[src/sv/wma_pkg.sv]
// ----------------------------------------------------------------------------
// wma_pkg
// widths, constants and control structs of the weighted moving average unit
// ----------------------------------------------------------------------------
package wma_pkg;

    localparam int WINDOW_MAX = 32;
    localparam int SAMPLE_W   = 16;
    localparam int SLOT_W     = $clog2(WINDOW_MAX);
    localparam int COUNT_W    = $clog2(WINDOW_MAX + 1);
    localparam int WSUM_MAX   = WINDOW_MAX * (WINDOW_MAX - 1) / 2;
    localparam int DEN_W      = $clog2(WSUM_MAX + 1);
    localparam int SUM_W      = SAMPLE_W + SLOT_W;
    localparam int WSUM_W     = SAMPLE_W + DEN_W;
    localparam int PROD_W     = SAMPLE_W + SLOT_W + 1;
    localparam int DIV_STEPS  = WSUM_W;
    localparam int DIV_CNT_W  = $clog2(DIV_STEPS);

    localparam logic [COUNT_W-1:0] WINDOW_LEN_RESET = COUNT_W'(20);

    typedef struct packed {
        logic              accept;
        logic              rd_en;
        logic [SLOT_W-1:0] rd_idx;
        logic              div_start;
        logic              load;
    } t_dp_cmd;

    typedef struct packed {
        logic [COUNT_W-1:0] held;
        logic               div_done;
        logic               out_free;
    } t_dp_stat;

endpackage

[src/sv/wma_ifs.sv]
// ----------------------------------------------------------------------------
// wma channel interfaces
// sample input, result output and window length write channel
// ----------------------------------------------------------------------------
interface wma_sample_if;
    logic                                valid;
    logic                                ready;
    logic signed [wma_pkg::SAMPLE_W-1:0] sample;

    modport source (output valid, output sample, input ready);
    modport sink   (input valid, input sample, output ready);
endinterface

interface wma_result_if;
    logic                                valid;
    logic                                ready;
    logic signed [wma_pkg::SAMPLE_W-1:0] mean_value;
    logic signed [wma_pkg::SAMPLE_W-1:0] weighted_mean;
    logic                                weighted_valid;
    logic        [wma_pkg::COUNT_W-1:0]  fill_count;

    modport source (output valid, output mean_value, output weighted_mean,
                    output weighted_valid, output fill_count, input ready);
    modport sink   (input valid, input mean_value, input weighted_mean,
                    input weighted_valid, input fill_count, output ready);
endinterface

interface wma_cfg_if;
    logic                               valid;
    logic                               ready;
    logic [wma_pkg::COUNT_W-1:0]        window_len;

    modport source (output valid, output window_len, input ready);
    modport sink   (input valid, input window_len, output ready);
endinterface

[src/sv/wma_div.sv]
// ----------------------------------------------------------------------------
// wma_div
// serial restoring divider, signed dividend, truncates toward zero
// ----------------------------------------------------------------------------
module wma_div (
    input  logic                                i_clk,
    input  logic                                i_rst_n,
    input  logic                                i_start,
    input  logic signed [wma_pkg::WSUM_W-1:0]   i_dividend,
    input  logic        [wma_pkg::DEN_W-1:0]    i_divisor,
    output logic                                o_done,
    output logic signed [wma_pkg::SAMPLE_W-1:0] o_quotient
);
    import wma_pkg::*;

    logic                 r_busy;
    logic                 r_done;
    logic [DIV_CNT_W-1:0] r_cnt;
    logic                 r_neg;
    logic [WSUM_W-1:0]    r_q;
    logic [DEN_W-1:0]     r_rem;
    logic [DEN_W-1:0]     r_den;

    logic [DEN_W:0]       rem_shift;
    logic                 fits;
    logic [WSUM_W-1:0]    mag;
    logic [WSUM_W-1:0]    q_signed;

    assign rem_shift = {r_rem, r_q[WSUM_W-1]};
    assign fits      = rem_shift >= {1'b0, r_den};
    assign mag       = i_dividend[WSUM_W-1] ? WSUM_W'(-i_dividend) : WSUM_W'(i_dividend);

    always_ff @(posedge i_clk) begin
        if (!i_rst_n) begin
            r_busy <= 1'b0;
            r_done <= 1'b0;
            r_cnt  <= '0;
        end else if (i_start) begin
            r_busy <= 1'b1;
            r_done <= 1'b0;
            r_cnt  <= '0;
        end else if (r_busy) begin
            r_cnt <= r_cnt + 1'b1;
            if (r_cnt == DIV_CNT_W'(DIV_STEPS - 1)) begin
                r_busy <= 1'b0;
                r_done <= 1'b1;
            end
        end
    end

    always_ff @(posedge i_clk) begin
        if (i_start) begin
            r_neg <= i_dividend[WSUM_W-1];
            r_q   <= mag;
            r_rem <= '0;
            r_den <= i_divisor;
        end else if (r_busy) begin
            r_q <= {r_q[WSUM_W-2:0], fits};
            if (fits) begin
                r_rem <= DEN_W'(rem_shift - {1'b0, r_den});
            end else begin
                r_rem <= DEN_W'(rem_shift);
            end
        end
    end

    assign q_signed   = r_neg ? WSUM_W'(-r_q) : r_q;
    assign o_quotient = SAMPLE_W'(q_signed);
    assign o_done     = r_done;

endmodule

[src/sv/wma_ctrl.sv]
// ----------------------------------------------------------------------------
// wma_ctrl
// sequencer: accept, walk the window, run the dividers, hand off the result
// ----------------------------------------------------------------------------
module wma_ctrl (
    input  logic              i_clk,
    input  logic              i_rst_n,
    input  logic              i_in_valid,
    output logic              o_in_ready,
    input  wma_pkg::t_dp_stat i_stat,
    output wma_pkg::t_dp_cmd  o_cmd
);
    import wma_pkg::*;

    typedef enum logic [5:0] {
        S_IDLE  = 6'b000001,
        S_READ  = 6'b000010,
        S_DRAIN = 6'b000100,
        S_START = 6'b001000,
        S_WAIT  = 6'b010000,
        S_DONE  = 6'b100000
    } t_state;

    t_state             r_state, n_state;
    logic [COUNT_W-1:0] r_idx, n_idx;

    always_comb begin
        n_state       = r_state;
        n_idx         = r_idx;
        o_in_ready    = 1'b0;
        o_cmd         = '0;
        o_cmd.rd_idx  = SLOT_W'(r_idx);
        case (r_state)
            S_IDLE: begin
                o_in_ready = 1'b1;
                if (i_in_valid) begin
                    o_cmd.accept = 1'b1;
                    n_idx        = '0;
                    n_state      = S_READ;
                end
            end
            S_READ: begin
                o_cmd.rd_en = 1'b1;
                n_idx       = r_idx + 1'b1;
                if (r_idx + 1'b1 == i_stat.held) begin
                    n_state = S_DRAIN;
                end
            end
            // last read word is summed here
            S_DRAIN: begin
                n_state = S_START;
            end
            S_START: begin
                o_cmd.div_start = 1'b1;
                n_state         = S_WAIT;
            end
            S_WAIT: begin
                if (i_stat.div_done) begin
                    n_state = S_DONE;
                end
            end
            S_DONE: begin
                if (i_stat.out_free) begin
                    o_cmd.load = 1'b1;
                    n_state    = S_IDLE;
                end
            end
            default: begin
                n_state = S_IDLE;
            end
        endcase
    end

    always_ff @(posedge i_clk) begin
        if (!i_rst_n) begin
            r_state <= S_IDLE;
            r_idx   <= '0;
        end else begin
            r_state <= n_state;
            r_idx   <= n_idx;
        end
    end

endmodule

[src/sv/wma_dp.sv]
// ----------------------------------------------------------------------------
// wma_dp
// window store, fill tracking, sum and weighted sum, dividers, result register
// ----------------------------------------------------------------------------
module wma_dp (
    input  logic                                i_clk,
    input  logic                                i_rst_n,
    input  logic signed [wma_pkg::SAMPLE_W-1:0] i_sample,
    input  wma_pkg::t_dp_cmd                    i_cmd,
    output wma_pkg::t_dp_stat                   o_stat,
    wma_cfg_if.sink                             cfg,
    wma_result_if.source                        res
);
    import wma_pkg::*;

    logic        [COUNT_W-1:0]  r_window_len;
    logic        [COUNT_W-1:0]  r_held, n_held;
    logic        [SLOT_W-1:0]   r_oldest, n_oldest;
    logic        [SAMPLE_W-1:0] r_mem [0:WINDOW_MAX-1];
    logic signed [SAMPLE_W-1:0] r_rd_data;
    logic        [SLOT_W-1:0]   r_rd_wt;
    logic                       r_rd_vld;
    logic signed [SUM_W-1:0]    r_sum;
    logic signed [WSUM_W-1:0]   r_wsum;

    logic                       r_out_valid;
    logic signed [SAMPLE_W-1:0] r_out_mean;
    logic signed [SAMPLE_W-1:0] r_out_wmean;
    logic                       r_out_wvalid;
    logic        [COUNT_W-1:0]  r_out_fill;

    logic        [COUNT_W-1:0]  len;
    logic        [SLOT_W-1:0]   wr_slot;
    logic        [SLOT_W-1:0]   rd_addr;
    logic        [COUNT_W:0]    advance;
    logic signed [PROD_W-1:0]   prod;
    logic        [2*COUNT_W-1:0] pair_cnt;
    logic        [DEN_W-1:0]    den_mean;
    logic        [DEN_W-1:0]    den_wmean;
    logic                       done_mean, done_wmean;
    logic signed [SAMPLE_W-1:0] q_mean, q_wmean;
    logic                       multi;

    // window length zero acts as one, above the store size saturates
    always_comb begin
        len = r_window_len;
        if (r_window_len == '0) begin
            len = COUNT_W'(1);
        end else if (r_window_len > COUNT_W'(WINDOW_MAX)) begin
            len = COUNT_W'(WINDOW_MAX);
        end
    end

    assign wr_slot = r_oldest + SLOT_W'(r_held);
    assign rd_addr = r_oldest + i_cmd.rd_idx;
    assign advance = (COUNT_W+1)'(r_oldest) + (COUNT_W+1)'(r_held) + 1'b1
                   - (COUNT_W+1)'(len);

    always_comb begin
        n_held   = r_held;
        n_oldest = r_oldest;
        if (r_held < len) begin
            n_held = r_held + 1'b1;
        end else begin
            n_held   = len;
            n_oldest = SLOT_W'(advance);
        end
    end

    assign cfg.ready = 1'b1;

    always_ff @(posedge i_clk) begin
        if (!i_rst_n) begin
            r_window_len <= WINDOW_LEN_RESET;
            r_held       <= '0;
            r_oldest     <= '0;
            r_rd_vld     <= 1'b0;
        end else begin
            if (cfg.valid) begin
                r_window_len <= cfg.window_len;
            end
            if (i_cmd.accept) begin
                r_held   <= n_held;
                r_oldest <= n_oldest;
            end
            r_rd_vld <= i_cmd.rd_en;
        end
    end

    always_ff @(posedge i_clk) begin
        if (i_cmd.accept) begin
            r_mem[wr_slot] <= i_sample;
        end
        if (i_cmd.rd_en) begin
            r_rd_data <= r_mem[rd_addr];
            r_rd_wt   <= i_cmd.rd_idx;
        end
    end

    assign prod = r_rd_data * $signed({1'b0, r_rd_wt});

    always_ff @(posedge i_clk) begin
        if (i_cmd.accept) begin
            r_sum  <= '0;
            r_wsum <= '0;
        end else if (r_rd_vld) begin
            r_sum  <= r_sum + SUM_W'(r_rd_data);
            r_wsum <= r_wsum + WSUM_W'(prod);
        end
    end

    assign pair_cnt  = r_held * (r_held - 1'b1);
    assign den_mean  = DEN_W'(r_held);
    assign den_wmean = DEN_W'(pair_cnt >> 1);

    wma_div u_div_mean (
        .i_clk      (i_clk),
        .i_rst_n    (i_rst_n),
        .i_start    (i_cmd.div_start),
        .i_dividend (WSUM_W'(r_sum)),
        .i_divisor  (den_mean),
        .o_done     (done_mean),
        .o_quotient (q_mean)
    );

    wma_div u_div_wmean (
        .i_clk      (i_clk),
        .i_rst_n    (i_rst_n),
        .i_start    (i_cmd.div_start),
        .i_dividend (r_wsum),
        .i_divisor  (den_wmean),
        .o_done     (done_wmean),
        .o_quotient (q_wmean)
    );

    // with one sample held the weight sum is zero: pass the sample itself
    assign multi = r_held > COUNT_W'(1);

    always_ff @(posedge i_clk) begin
        if (!i_rst_n) begin
            r_out_valid <= 1'b0;
        end else if (i_cmd.load) begin
            r_out_valid <= 1'b1;
        end else if (res.ready) begin
            r_out_valid <= 1'b0;
        end
    end

    always_ff @(posedge i_clk) begin
        if (i_cmd.load) begin
            r_out_mean   <= q_mean;
            r_out_wmean  <= multi ? q_wmean : SAMPLE_W'(r_sum);
            r_out_wvalid <= multi;
            r_out_fill   <= r_held;
        end
    end

    assign res.valid          = r_out_valid;
    assign res.mean_value     = r_out_mean;
    assign res.weighted_mean  = r_out_wmean;
    assign res.weighted_valid = r_out_wvalid;
    assign res.fill_count     = r_out_fill;

    assign o_stat.held     = r_held;
    assign o_stat.div_done = done_mean && done_wmean;
    assign o_stat.out_free = !r_out_valid || res.ready;

endmodule

[src/sv/weighted_moving_average_unit.sv]
// ----------------------------------------------------------------------------
// weighted_moving_average_unit
// sliding window plain mean and linearly weighted mean of signed Q8.8 samples
// ----------------------------------------------------------------------------
//  channel    dir  handshake     payload
//  i_sample   in   valid/ready   sample
//  o_result   out  valid/ready   mean_value, weighted_mean, weighted_valid,
//                                fill_count
//  i_cfg      in   valid/ready   window_len (always ready)
//
//  one item takes one store read per held sample, then two 25-step serial
//  dividers running side by side
//  one item is in work at a time; the next is taken once the result is in
//  the output register, which holds it while o_result is stalled
//  synchronous active-low reset empties the window and sets window_len to 20
// ----------------------------------------------------------------------------
module weighted_moving_average_unit (
    input  logic          i_clk,
    input  logic          i_rst_n,
    wma_sample_if.sink    i_sample,
    wma_cfg_if.sink       i_cfg,
    wma_result_if.source  o_result
);
    import wma_pkg::*;

    t_dp_cmd  cmd;
    t_dp_stat stat;
    logic     in_ready;

    assign i_sample.ready = in_ready;

    wma_ctrl u_ctrl (
        .i_clk      (i_clk),
        .i_rst_n    (i_rst_n),
        .i_in_valid (i_sample.valid),
        .o_in_ready (in_ready),
        .i_stat     (stat),
        .o_cmd      (cmd)
    );

    wma_dp u_dp (
        .i_clk    (i_clk),
        .i_rst_n  (i_rst_n),
        .i_sample (i_sample.sample),
        .i_cmd    (cmd),
        .o_stat   (stat),
        .cfg      (i_cfg),
        .res      (o_result)
    );

endmodule

[src/flat_wrapper.sv]
// flat-port wrapper written by rule: the top's interface ports become plain ports
module weighted_moving_average_unit_flat import wma_pkg::*;
  (i_clk, i_rst_n, i_sample_valid, i_sample_sample, i_sample_ready, i_cfg_valid, i_cfg_window_len, i_cfg_ready, o_result_valid, o_result_mean_value, o_result_weighted_mean, o_result_weighted_valid, o_result_fill_count, o_result_ready);
  wma_sample_if i_sample_i ();
  wma_cfg_if i_cfg_i ();
  wma_result_if o_result_i ();
  input  logic i_clk;
  input  logic i_rst_n;
  input wire logic [$bits(i_sample_i.valid)-1:0] i_sample_valid;
  input wire logic [$bits(i_sample_i.sample)-1:0] i_sample_sample;
  output wire logic [$bits(i_sample_i.ready)-1:0] i_sample_ready;
  input wire logic [$bits(i_cfg_i.valid)-1:0] i_cfg_valid;
  input wire logic [$bits(i_cfg_i.window_len)-1:0] i_cfg_window_len;
  output wire logic [$bits(i_cfg_i.ready)-1:0] i_cfg_ready;
  output wire logic [$bits(o_result_i.valid)-1:0] o_result_valid;
  output wire logic [$bits(o_result_i.mean_value)-1:0] o_result_mean_value;
  output wire logic [$bits(o_result_i.weighted_mean)-1:0] o_result_weighted_mean;
  output wire logic [$bits(o_result_i.weighted_valid)-1:0] o_result_weighted_valid;
  output wire logic [$bits(o_result_i.fill_count)-1:0] o_result_fill_count;
  input wire logic [$bits(o_result_i.ready)-1:0] o_result_ready;
  assign i_sample_i.valid = i_sample_valid;
  assign i_sample_i.sample = i_sample_sample;
  assign i_sample_ready = i_sample_i.ready;
  assign i_cfg_i.valid = i_cfg_valid;
  assign i_cfg_i.window_len = i_cfg_window_len;
  assign i_cfg_ready = i_cfg_i.ready;
  assign o_result_valid = o_result_i.valid;
  assign o_result_mean_value = o_result_i.mean_value;
  assign o_result_weighted_mean = o_result_i.weighted_mean;
  assign o_result_weighted_valid = o_result_i.weighted_valid;
  assign o_result_fill_count = o_result_i.fill_count;
  assign o_result_i.ready = o_result_ready;
  weighted_moving_average_unit u_core (.i_clk(i_clk), .i_rst_n(i_rst_n), .i_sample(i_sample_i), .i_cfg(i_cfg_i), .o_result(o_result_i));
endmodule
[config.mk]
export PLATFORM = sky130hd
export DESIGN_NAME = weighted_moving_average_unit_flat
export DESIGN_NICKNAME = d
export VERILOG_FILES = /design/src/sv/wma_pkg.sv /design/src/sv/wma_ifs.sv /design/src/sv/wma_div.sv /design/src/sv/wma_ctrl.sv /design/src/sv/wma_dp.sv /design/src/sv/weighted_moving_average_unit.sv /design/src/flat_wrapper.sv
export SDC_FILE = /design/constraint.sdc
export NUM_CORES = 1
export LEC_CHECK = 0
export BUFFER_PORTS_ARGS = -buffer_cell sky130_fd_sc_hd__buf_2
export CAP_MARGIN = 40
export CORE_MARGIN = 1
export CORE_UTILIZATION = 30
export DETAILED_ROUTE_END_ITERATION = 8
export PLACE_DENSITY_LB_ADDON = 0.05
export SLEW_MARGIN = 20
export SYNTH_ARGS = -nofsm -noshare
export SYNTH_HDL_FRONTEND = slang
export SYNTH_SLANG_ARGS = --single-unit
[constraint.sdc]
create_clock -name i_clk -period 5.2 [get_ports i_clk]
set_input_delay 0.26 -clock i_clk [delete_from_list [all_inputs] [get_ports i_clk]]
set_output_delay 0.26 -clock i_clk [all_outputs]
set_load 0.02 [all_outputs]
==> reports/metrics.yaml <==
detailed_routing:
  num_vias: 21600
  drt-wirelength-per-cell_um: 21.5
  drc_errors: 0
  dr.max_layer_used: "met5"
  drt_pass1_iterations: 5
  route.met3.wl_mm: 2.40
  avgViaCountPerCell: 4.78
  wl_met1_mm: 43.9
  final_antenna_net_count: 0
  wirelength_mm: 97.0
  met2WireLength_mm: 48.3
  initialDrtViolationCount: 1283
yosys:
  synth_cells: 2653
  syn_nets: 2922
  yosys_warnings: 0
  syn_area_per_cell_um2: 14.0
  ys_seq_area_frac: 0.575
  ys_types: 70
  ys_seq_elements: 748
  netlist_area_mm2: 0.0372
  synthFlopType: "edfxtp_1"
  synth_edf_count: 639
  async_flop_share: 0
global_route:
  grt_pass1_vias: 22900
  grt_pass1_wl_mm: 147
  overflow: 0
  grt_start_max_net_pins: 92
  antenna_found_initial: 4
  grt_use_total: 0.156
die:
  die_area_mm2: 0.125
  dieHeight_um: 354
  initial_core_util: 0.304
  io_pins: 69
  core_mm2: 0.122
  fp.dieW_um: 354
  rows: 128
place:
  place_ws_ns: 0.0505
  place_congestion: 0.802
  port_buffers: 67
  place_inst: 4329
  dpl.hpwl_mm: 65.5
clocking:
  cts_root_buf: "clkbuf_16"
  clockBufferDepth: 3
  cts_tree: "yes"
  ctsHtreeMaxLevel: 3
  clk_pin_slew_ns: 0.06
  cts_sinks: 748
  cts_buffers: 89
  clkLatencyLatePin_ns: 0.68
timing:
  min_period_over_period: 0.972
  tightest_slew_ns: 0.799
  fin_ws_ns: 0.144
  fmax_mhz: 198
  relSlewSlack: 0.466
  finalCriticalPeriod_ns: 5.06
  setup-violations-final: 0
  report.final.slew_viol_count: 0
  finalHoldViolCount: 0
  skew_ns: 0.0527
finish:
  syn_to_final_growth_pct: 17.3
  fin_nets: 3090
  diodes: 0
  drive_above_1_share: 0.188
  fill_cells: 11900
  stdcell_count: 4519
hold_path:
  hp-class: "in -> reg"
  holdPathStages: 1
power_and_ir_drop:
  p_leak_uw: 0.0157
  power_density_mw_per_mm2: 363
  power_uw: 15800
  vdd_ir_drop_max_mv: 0.235
critical_path:
  crit_type: "reg -> reg"
  r2r_cells: 15
  path_max_fanout: 8
  worst_setup_path_start_kind: "flop"
  required_ns: 5.77
  worst_ep_arrival_time_ns: 5.63
  worstSetupEndpointType: "flop"
outcome:
  status: "finished clean"
job:
  maxCapViolations: 0
-- cell type report --
cell class | count | area, µm² | area share
Sequential cell | 748 | 21400 | 0.490
Timing Repair Buffer | 189 | 1590 | 0.0364
Clock inverter | 55 | 604 | 0.0139
Clock buffer | 109 | 2350 | 0.0540
Tap cell | 1625 | 2030 | 0.0466
Inverter | 204 | 766 | 0.0176
Multi-Input combinational cell | 1589 | 14900 | 0.341
-- critical path, cell delays in order (launching register included) --
cell and delay, ns:
edfxtp_1 0.51, and2_4 0.20, fa_1 0.56, fa_1 0.45, fa_1 0.55, inv_1 0.06
fa_1 0.50, inv_1 0.04, ha_1 0.31, a22o_1 0.22, a2111o_1 0.45, a31oi_4 0.21
nor4b_1 0.09, or3b_1 0.40, and3_4 0.20, a2111oi_2 0.25
-- cell usage after synthesis (20+ instances only) --
cell type	n	share of area
xnor2_1	88	0.021
fa_1	99	0.053
dfxtp_1	109	0.059
xor2_1	62	0.015
buf_2	20	0.0027
mux4_2	160	0.097
edfxtp_1	639	0.52
ha_1	143	0.048
a21oi_1	102	0.014
clkbuf_1	81	0.0082
inv_1	202	0.020
nand3_1	26	0.0035
a21o_1	28	0.0057
nand2_1	144	0.015
mux2i_1	46	0.012
and2_1	91	0.015
nor2_1	183	0.018
nor3_1	20	0.0027
nor2b_1	22	0.0037
o21ai_0	115	0.015
o31ai_1	25	0.0050
-- routing by layer --
| layer | vias up | GRT usage |
|---|---|---|
| met1 | 11000 | 0.202 |
| met3 | 123 | 0.0205 |
| met5 | - | 0 |
| met2 | 297 | 0.270 |
| met4 | 2 | 0.0461 |
| li1 | 10200 | - |
-- through the flow --
| stage | cell area (µm²) | util | setup TNS [ns] | hold WS (ns) |
|---|---|---|---|---|
| 2_1_floorplan | 37200 | - | 0 | 0.359 |
| 3_3_place_gp | 40000 | 0.327 | 0 | 0.459 |
| 3_5_place_dp | 40300 | 0.329 | 0 | 0.464 |
| 4_1_cts | 43400 | 0.355 | 0 | 0.0222 |
| 5_1_grt | 43600 | 0.356 | -0.00396 | 0.0644 |
| 6_report | 43600 | 0.356 | 0 | 0.0859 |
-- placed cells by master (no fill, tap or decap), types with 10 or more instances in the layout --
| cell | n |
|---|---|
| a211oi_1 | 18 |
| a21o_1 | 28 |
| a21oi_1 | 100 |
| a31oi_1 | 10 |
| and2_1 | 87 |
| buf_16 | 11 |
| buf_2 | 67 |
| buf_4 | 87 |
| clkbuf_1 | 16 |
| clkbuf_16 | 90 |
| clkinv_1 | 24 |
| clkinv_2 | 15 |
| dfxtp_1 | 108 |
| dlygate4sd3_1 | 16 |
| edfxtp_1 | 639 |
| fa_1 | 98 |
| ha_1 | 138 |
| inv_1 | 201 |
| mux2_2 | 17 |
| mux2i_1 | 46 |
| mux4_2 | 160 |
| nand2_1 | 144 |
| nand2b_1 | 17 |
| nand3_1 | 26 |
| nand4_1 | 18 |
| nor2_1 | 150 |
| nor2_2 | 22 |
| nor2_4 | 11 |
| nor2b_1 | 22 |
| nor3_1 | 20 |
| o211ai_1 | 12 |
| o21a_1 | 17 |
| o21ai_0 | 113 |
| o31ai_1 | 24 |
| or3_1 | 15 |
| xnor2_1 | 85 |
| xor2_1 | 62 |
-- final timing paths --
kind,slack [ns],end,from
max,0.14,u_core.u_dp.r_wsum[23],u_core.u_dp.r_rd_wt[2]
max reg2reg,0.14,u_core.u_dp.r_wsum[23],u_core.u_dp.r_rd_wt[2]
min,0.09,u_core.u_dp.r_mem[30][8],i_sample_sample[8]
min reg2reg,0.47,u_core.u_dp.u_div_wmean.r_rem[8],u_core.u_dp.u_div_wmean.r_rem[8]
-- report_power, final --
part,switching [µW],leakage (µW),internal (µW)
combinational,1630,0.00757,1140
clock,2600,0.00143,3680
sequential,96.2,0.00664,6670
-- what timing repair did --
item	in CTS	in global routing
hold endpoints to repair	8	0
gates resized for setup	0	21
setup endpoints to repair	0	6
hold buffers	16	0
buffers inserted	0	8
-- state kept, by name (all words and copies together), names as in the netlist, 5 cells and up --
| name | cells |
|---|---|
| u_core.u_dp.r_held | 6 |
| u_core.u_dp.r_rd_data | 16 |
| u_core.u_dp.r_wsum | 25 |
| u_core.u_dp.u_div_mean.r_rem | 9 |
| u_core.u_dp.u_div_mean.r_q | 25 |
| u_core.u_dp.u_div_mean.r_den | 6 |
| u_core.u_dp.u_div_wmean.r_den | 9 |
| u_core.u_dp.res.weighted_mean | 16 |
| u_core.u_dp.r_sum | 21 |
| u_core.u_dp.r_mem | 512 |
| u_core.u_dp.u_div_mean.r_cnt | 5 |
| u_core.u_dp.res.mean_value | 16 |
| u_core.u_dp.r_oldest | 5 |
| u_core.u_dp.r_window_len | 6 |
| u_core.u_dp.r_rd_wt | 5 |
| u_core.u_dp.res.fill_count | 6 |
| u_core.u_dp.u_div_wmean.r_cnt | 5 |
| u_core.u_dp.u_div_wmean.r_rem | 9 |
| u_core.u_dp.u_div_wmean.r_q | 25 |
| u_core.u_ctrl.r_state | 6 |
| u_core.u_ctrl.r_idx | 6 |
-- kinds of logic after synthesis --
family | share of synthesized area
multiplexers | 0.114
buffers and inverters | 0.0329
AND/OR/NAND/NOR | 0.0775
other | 0.000101
AO/OA/AOI/OAI | 0.0637
adder cells (fa/ha/maj) | 0.101
flip-flops | 0.575
XOR/XNOR | 0.0353
No activity file was read; power rests on OpenSTA's default activity.
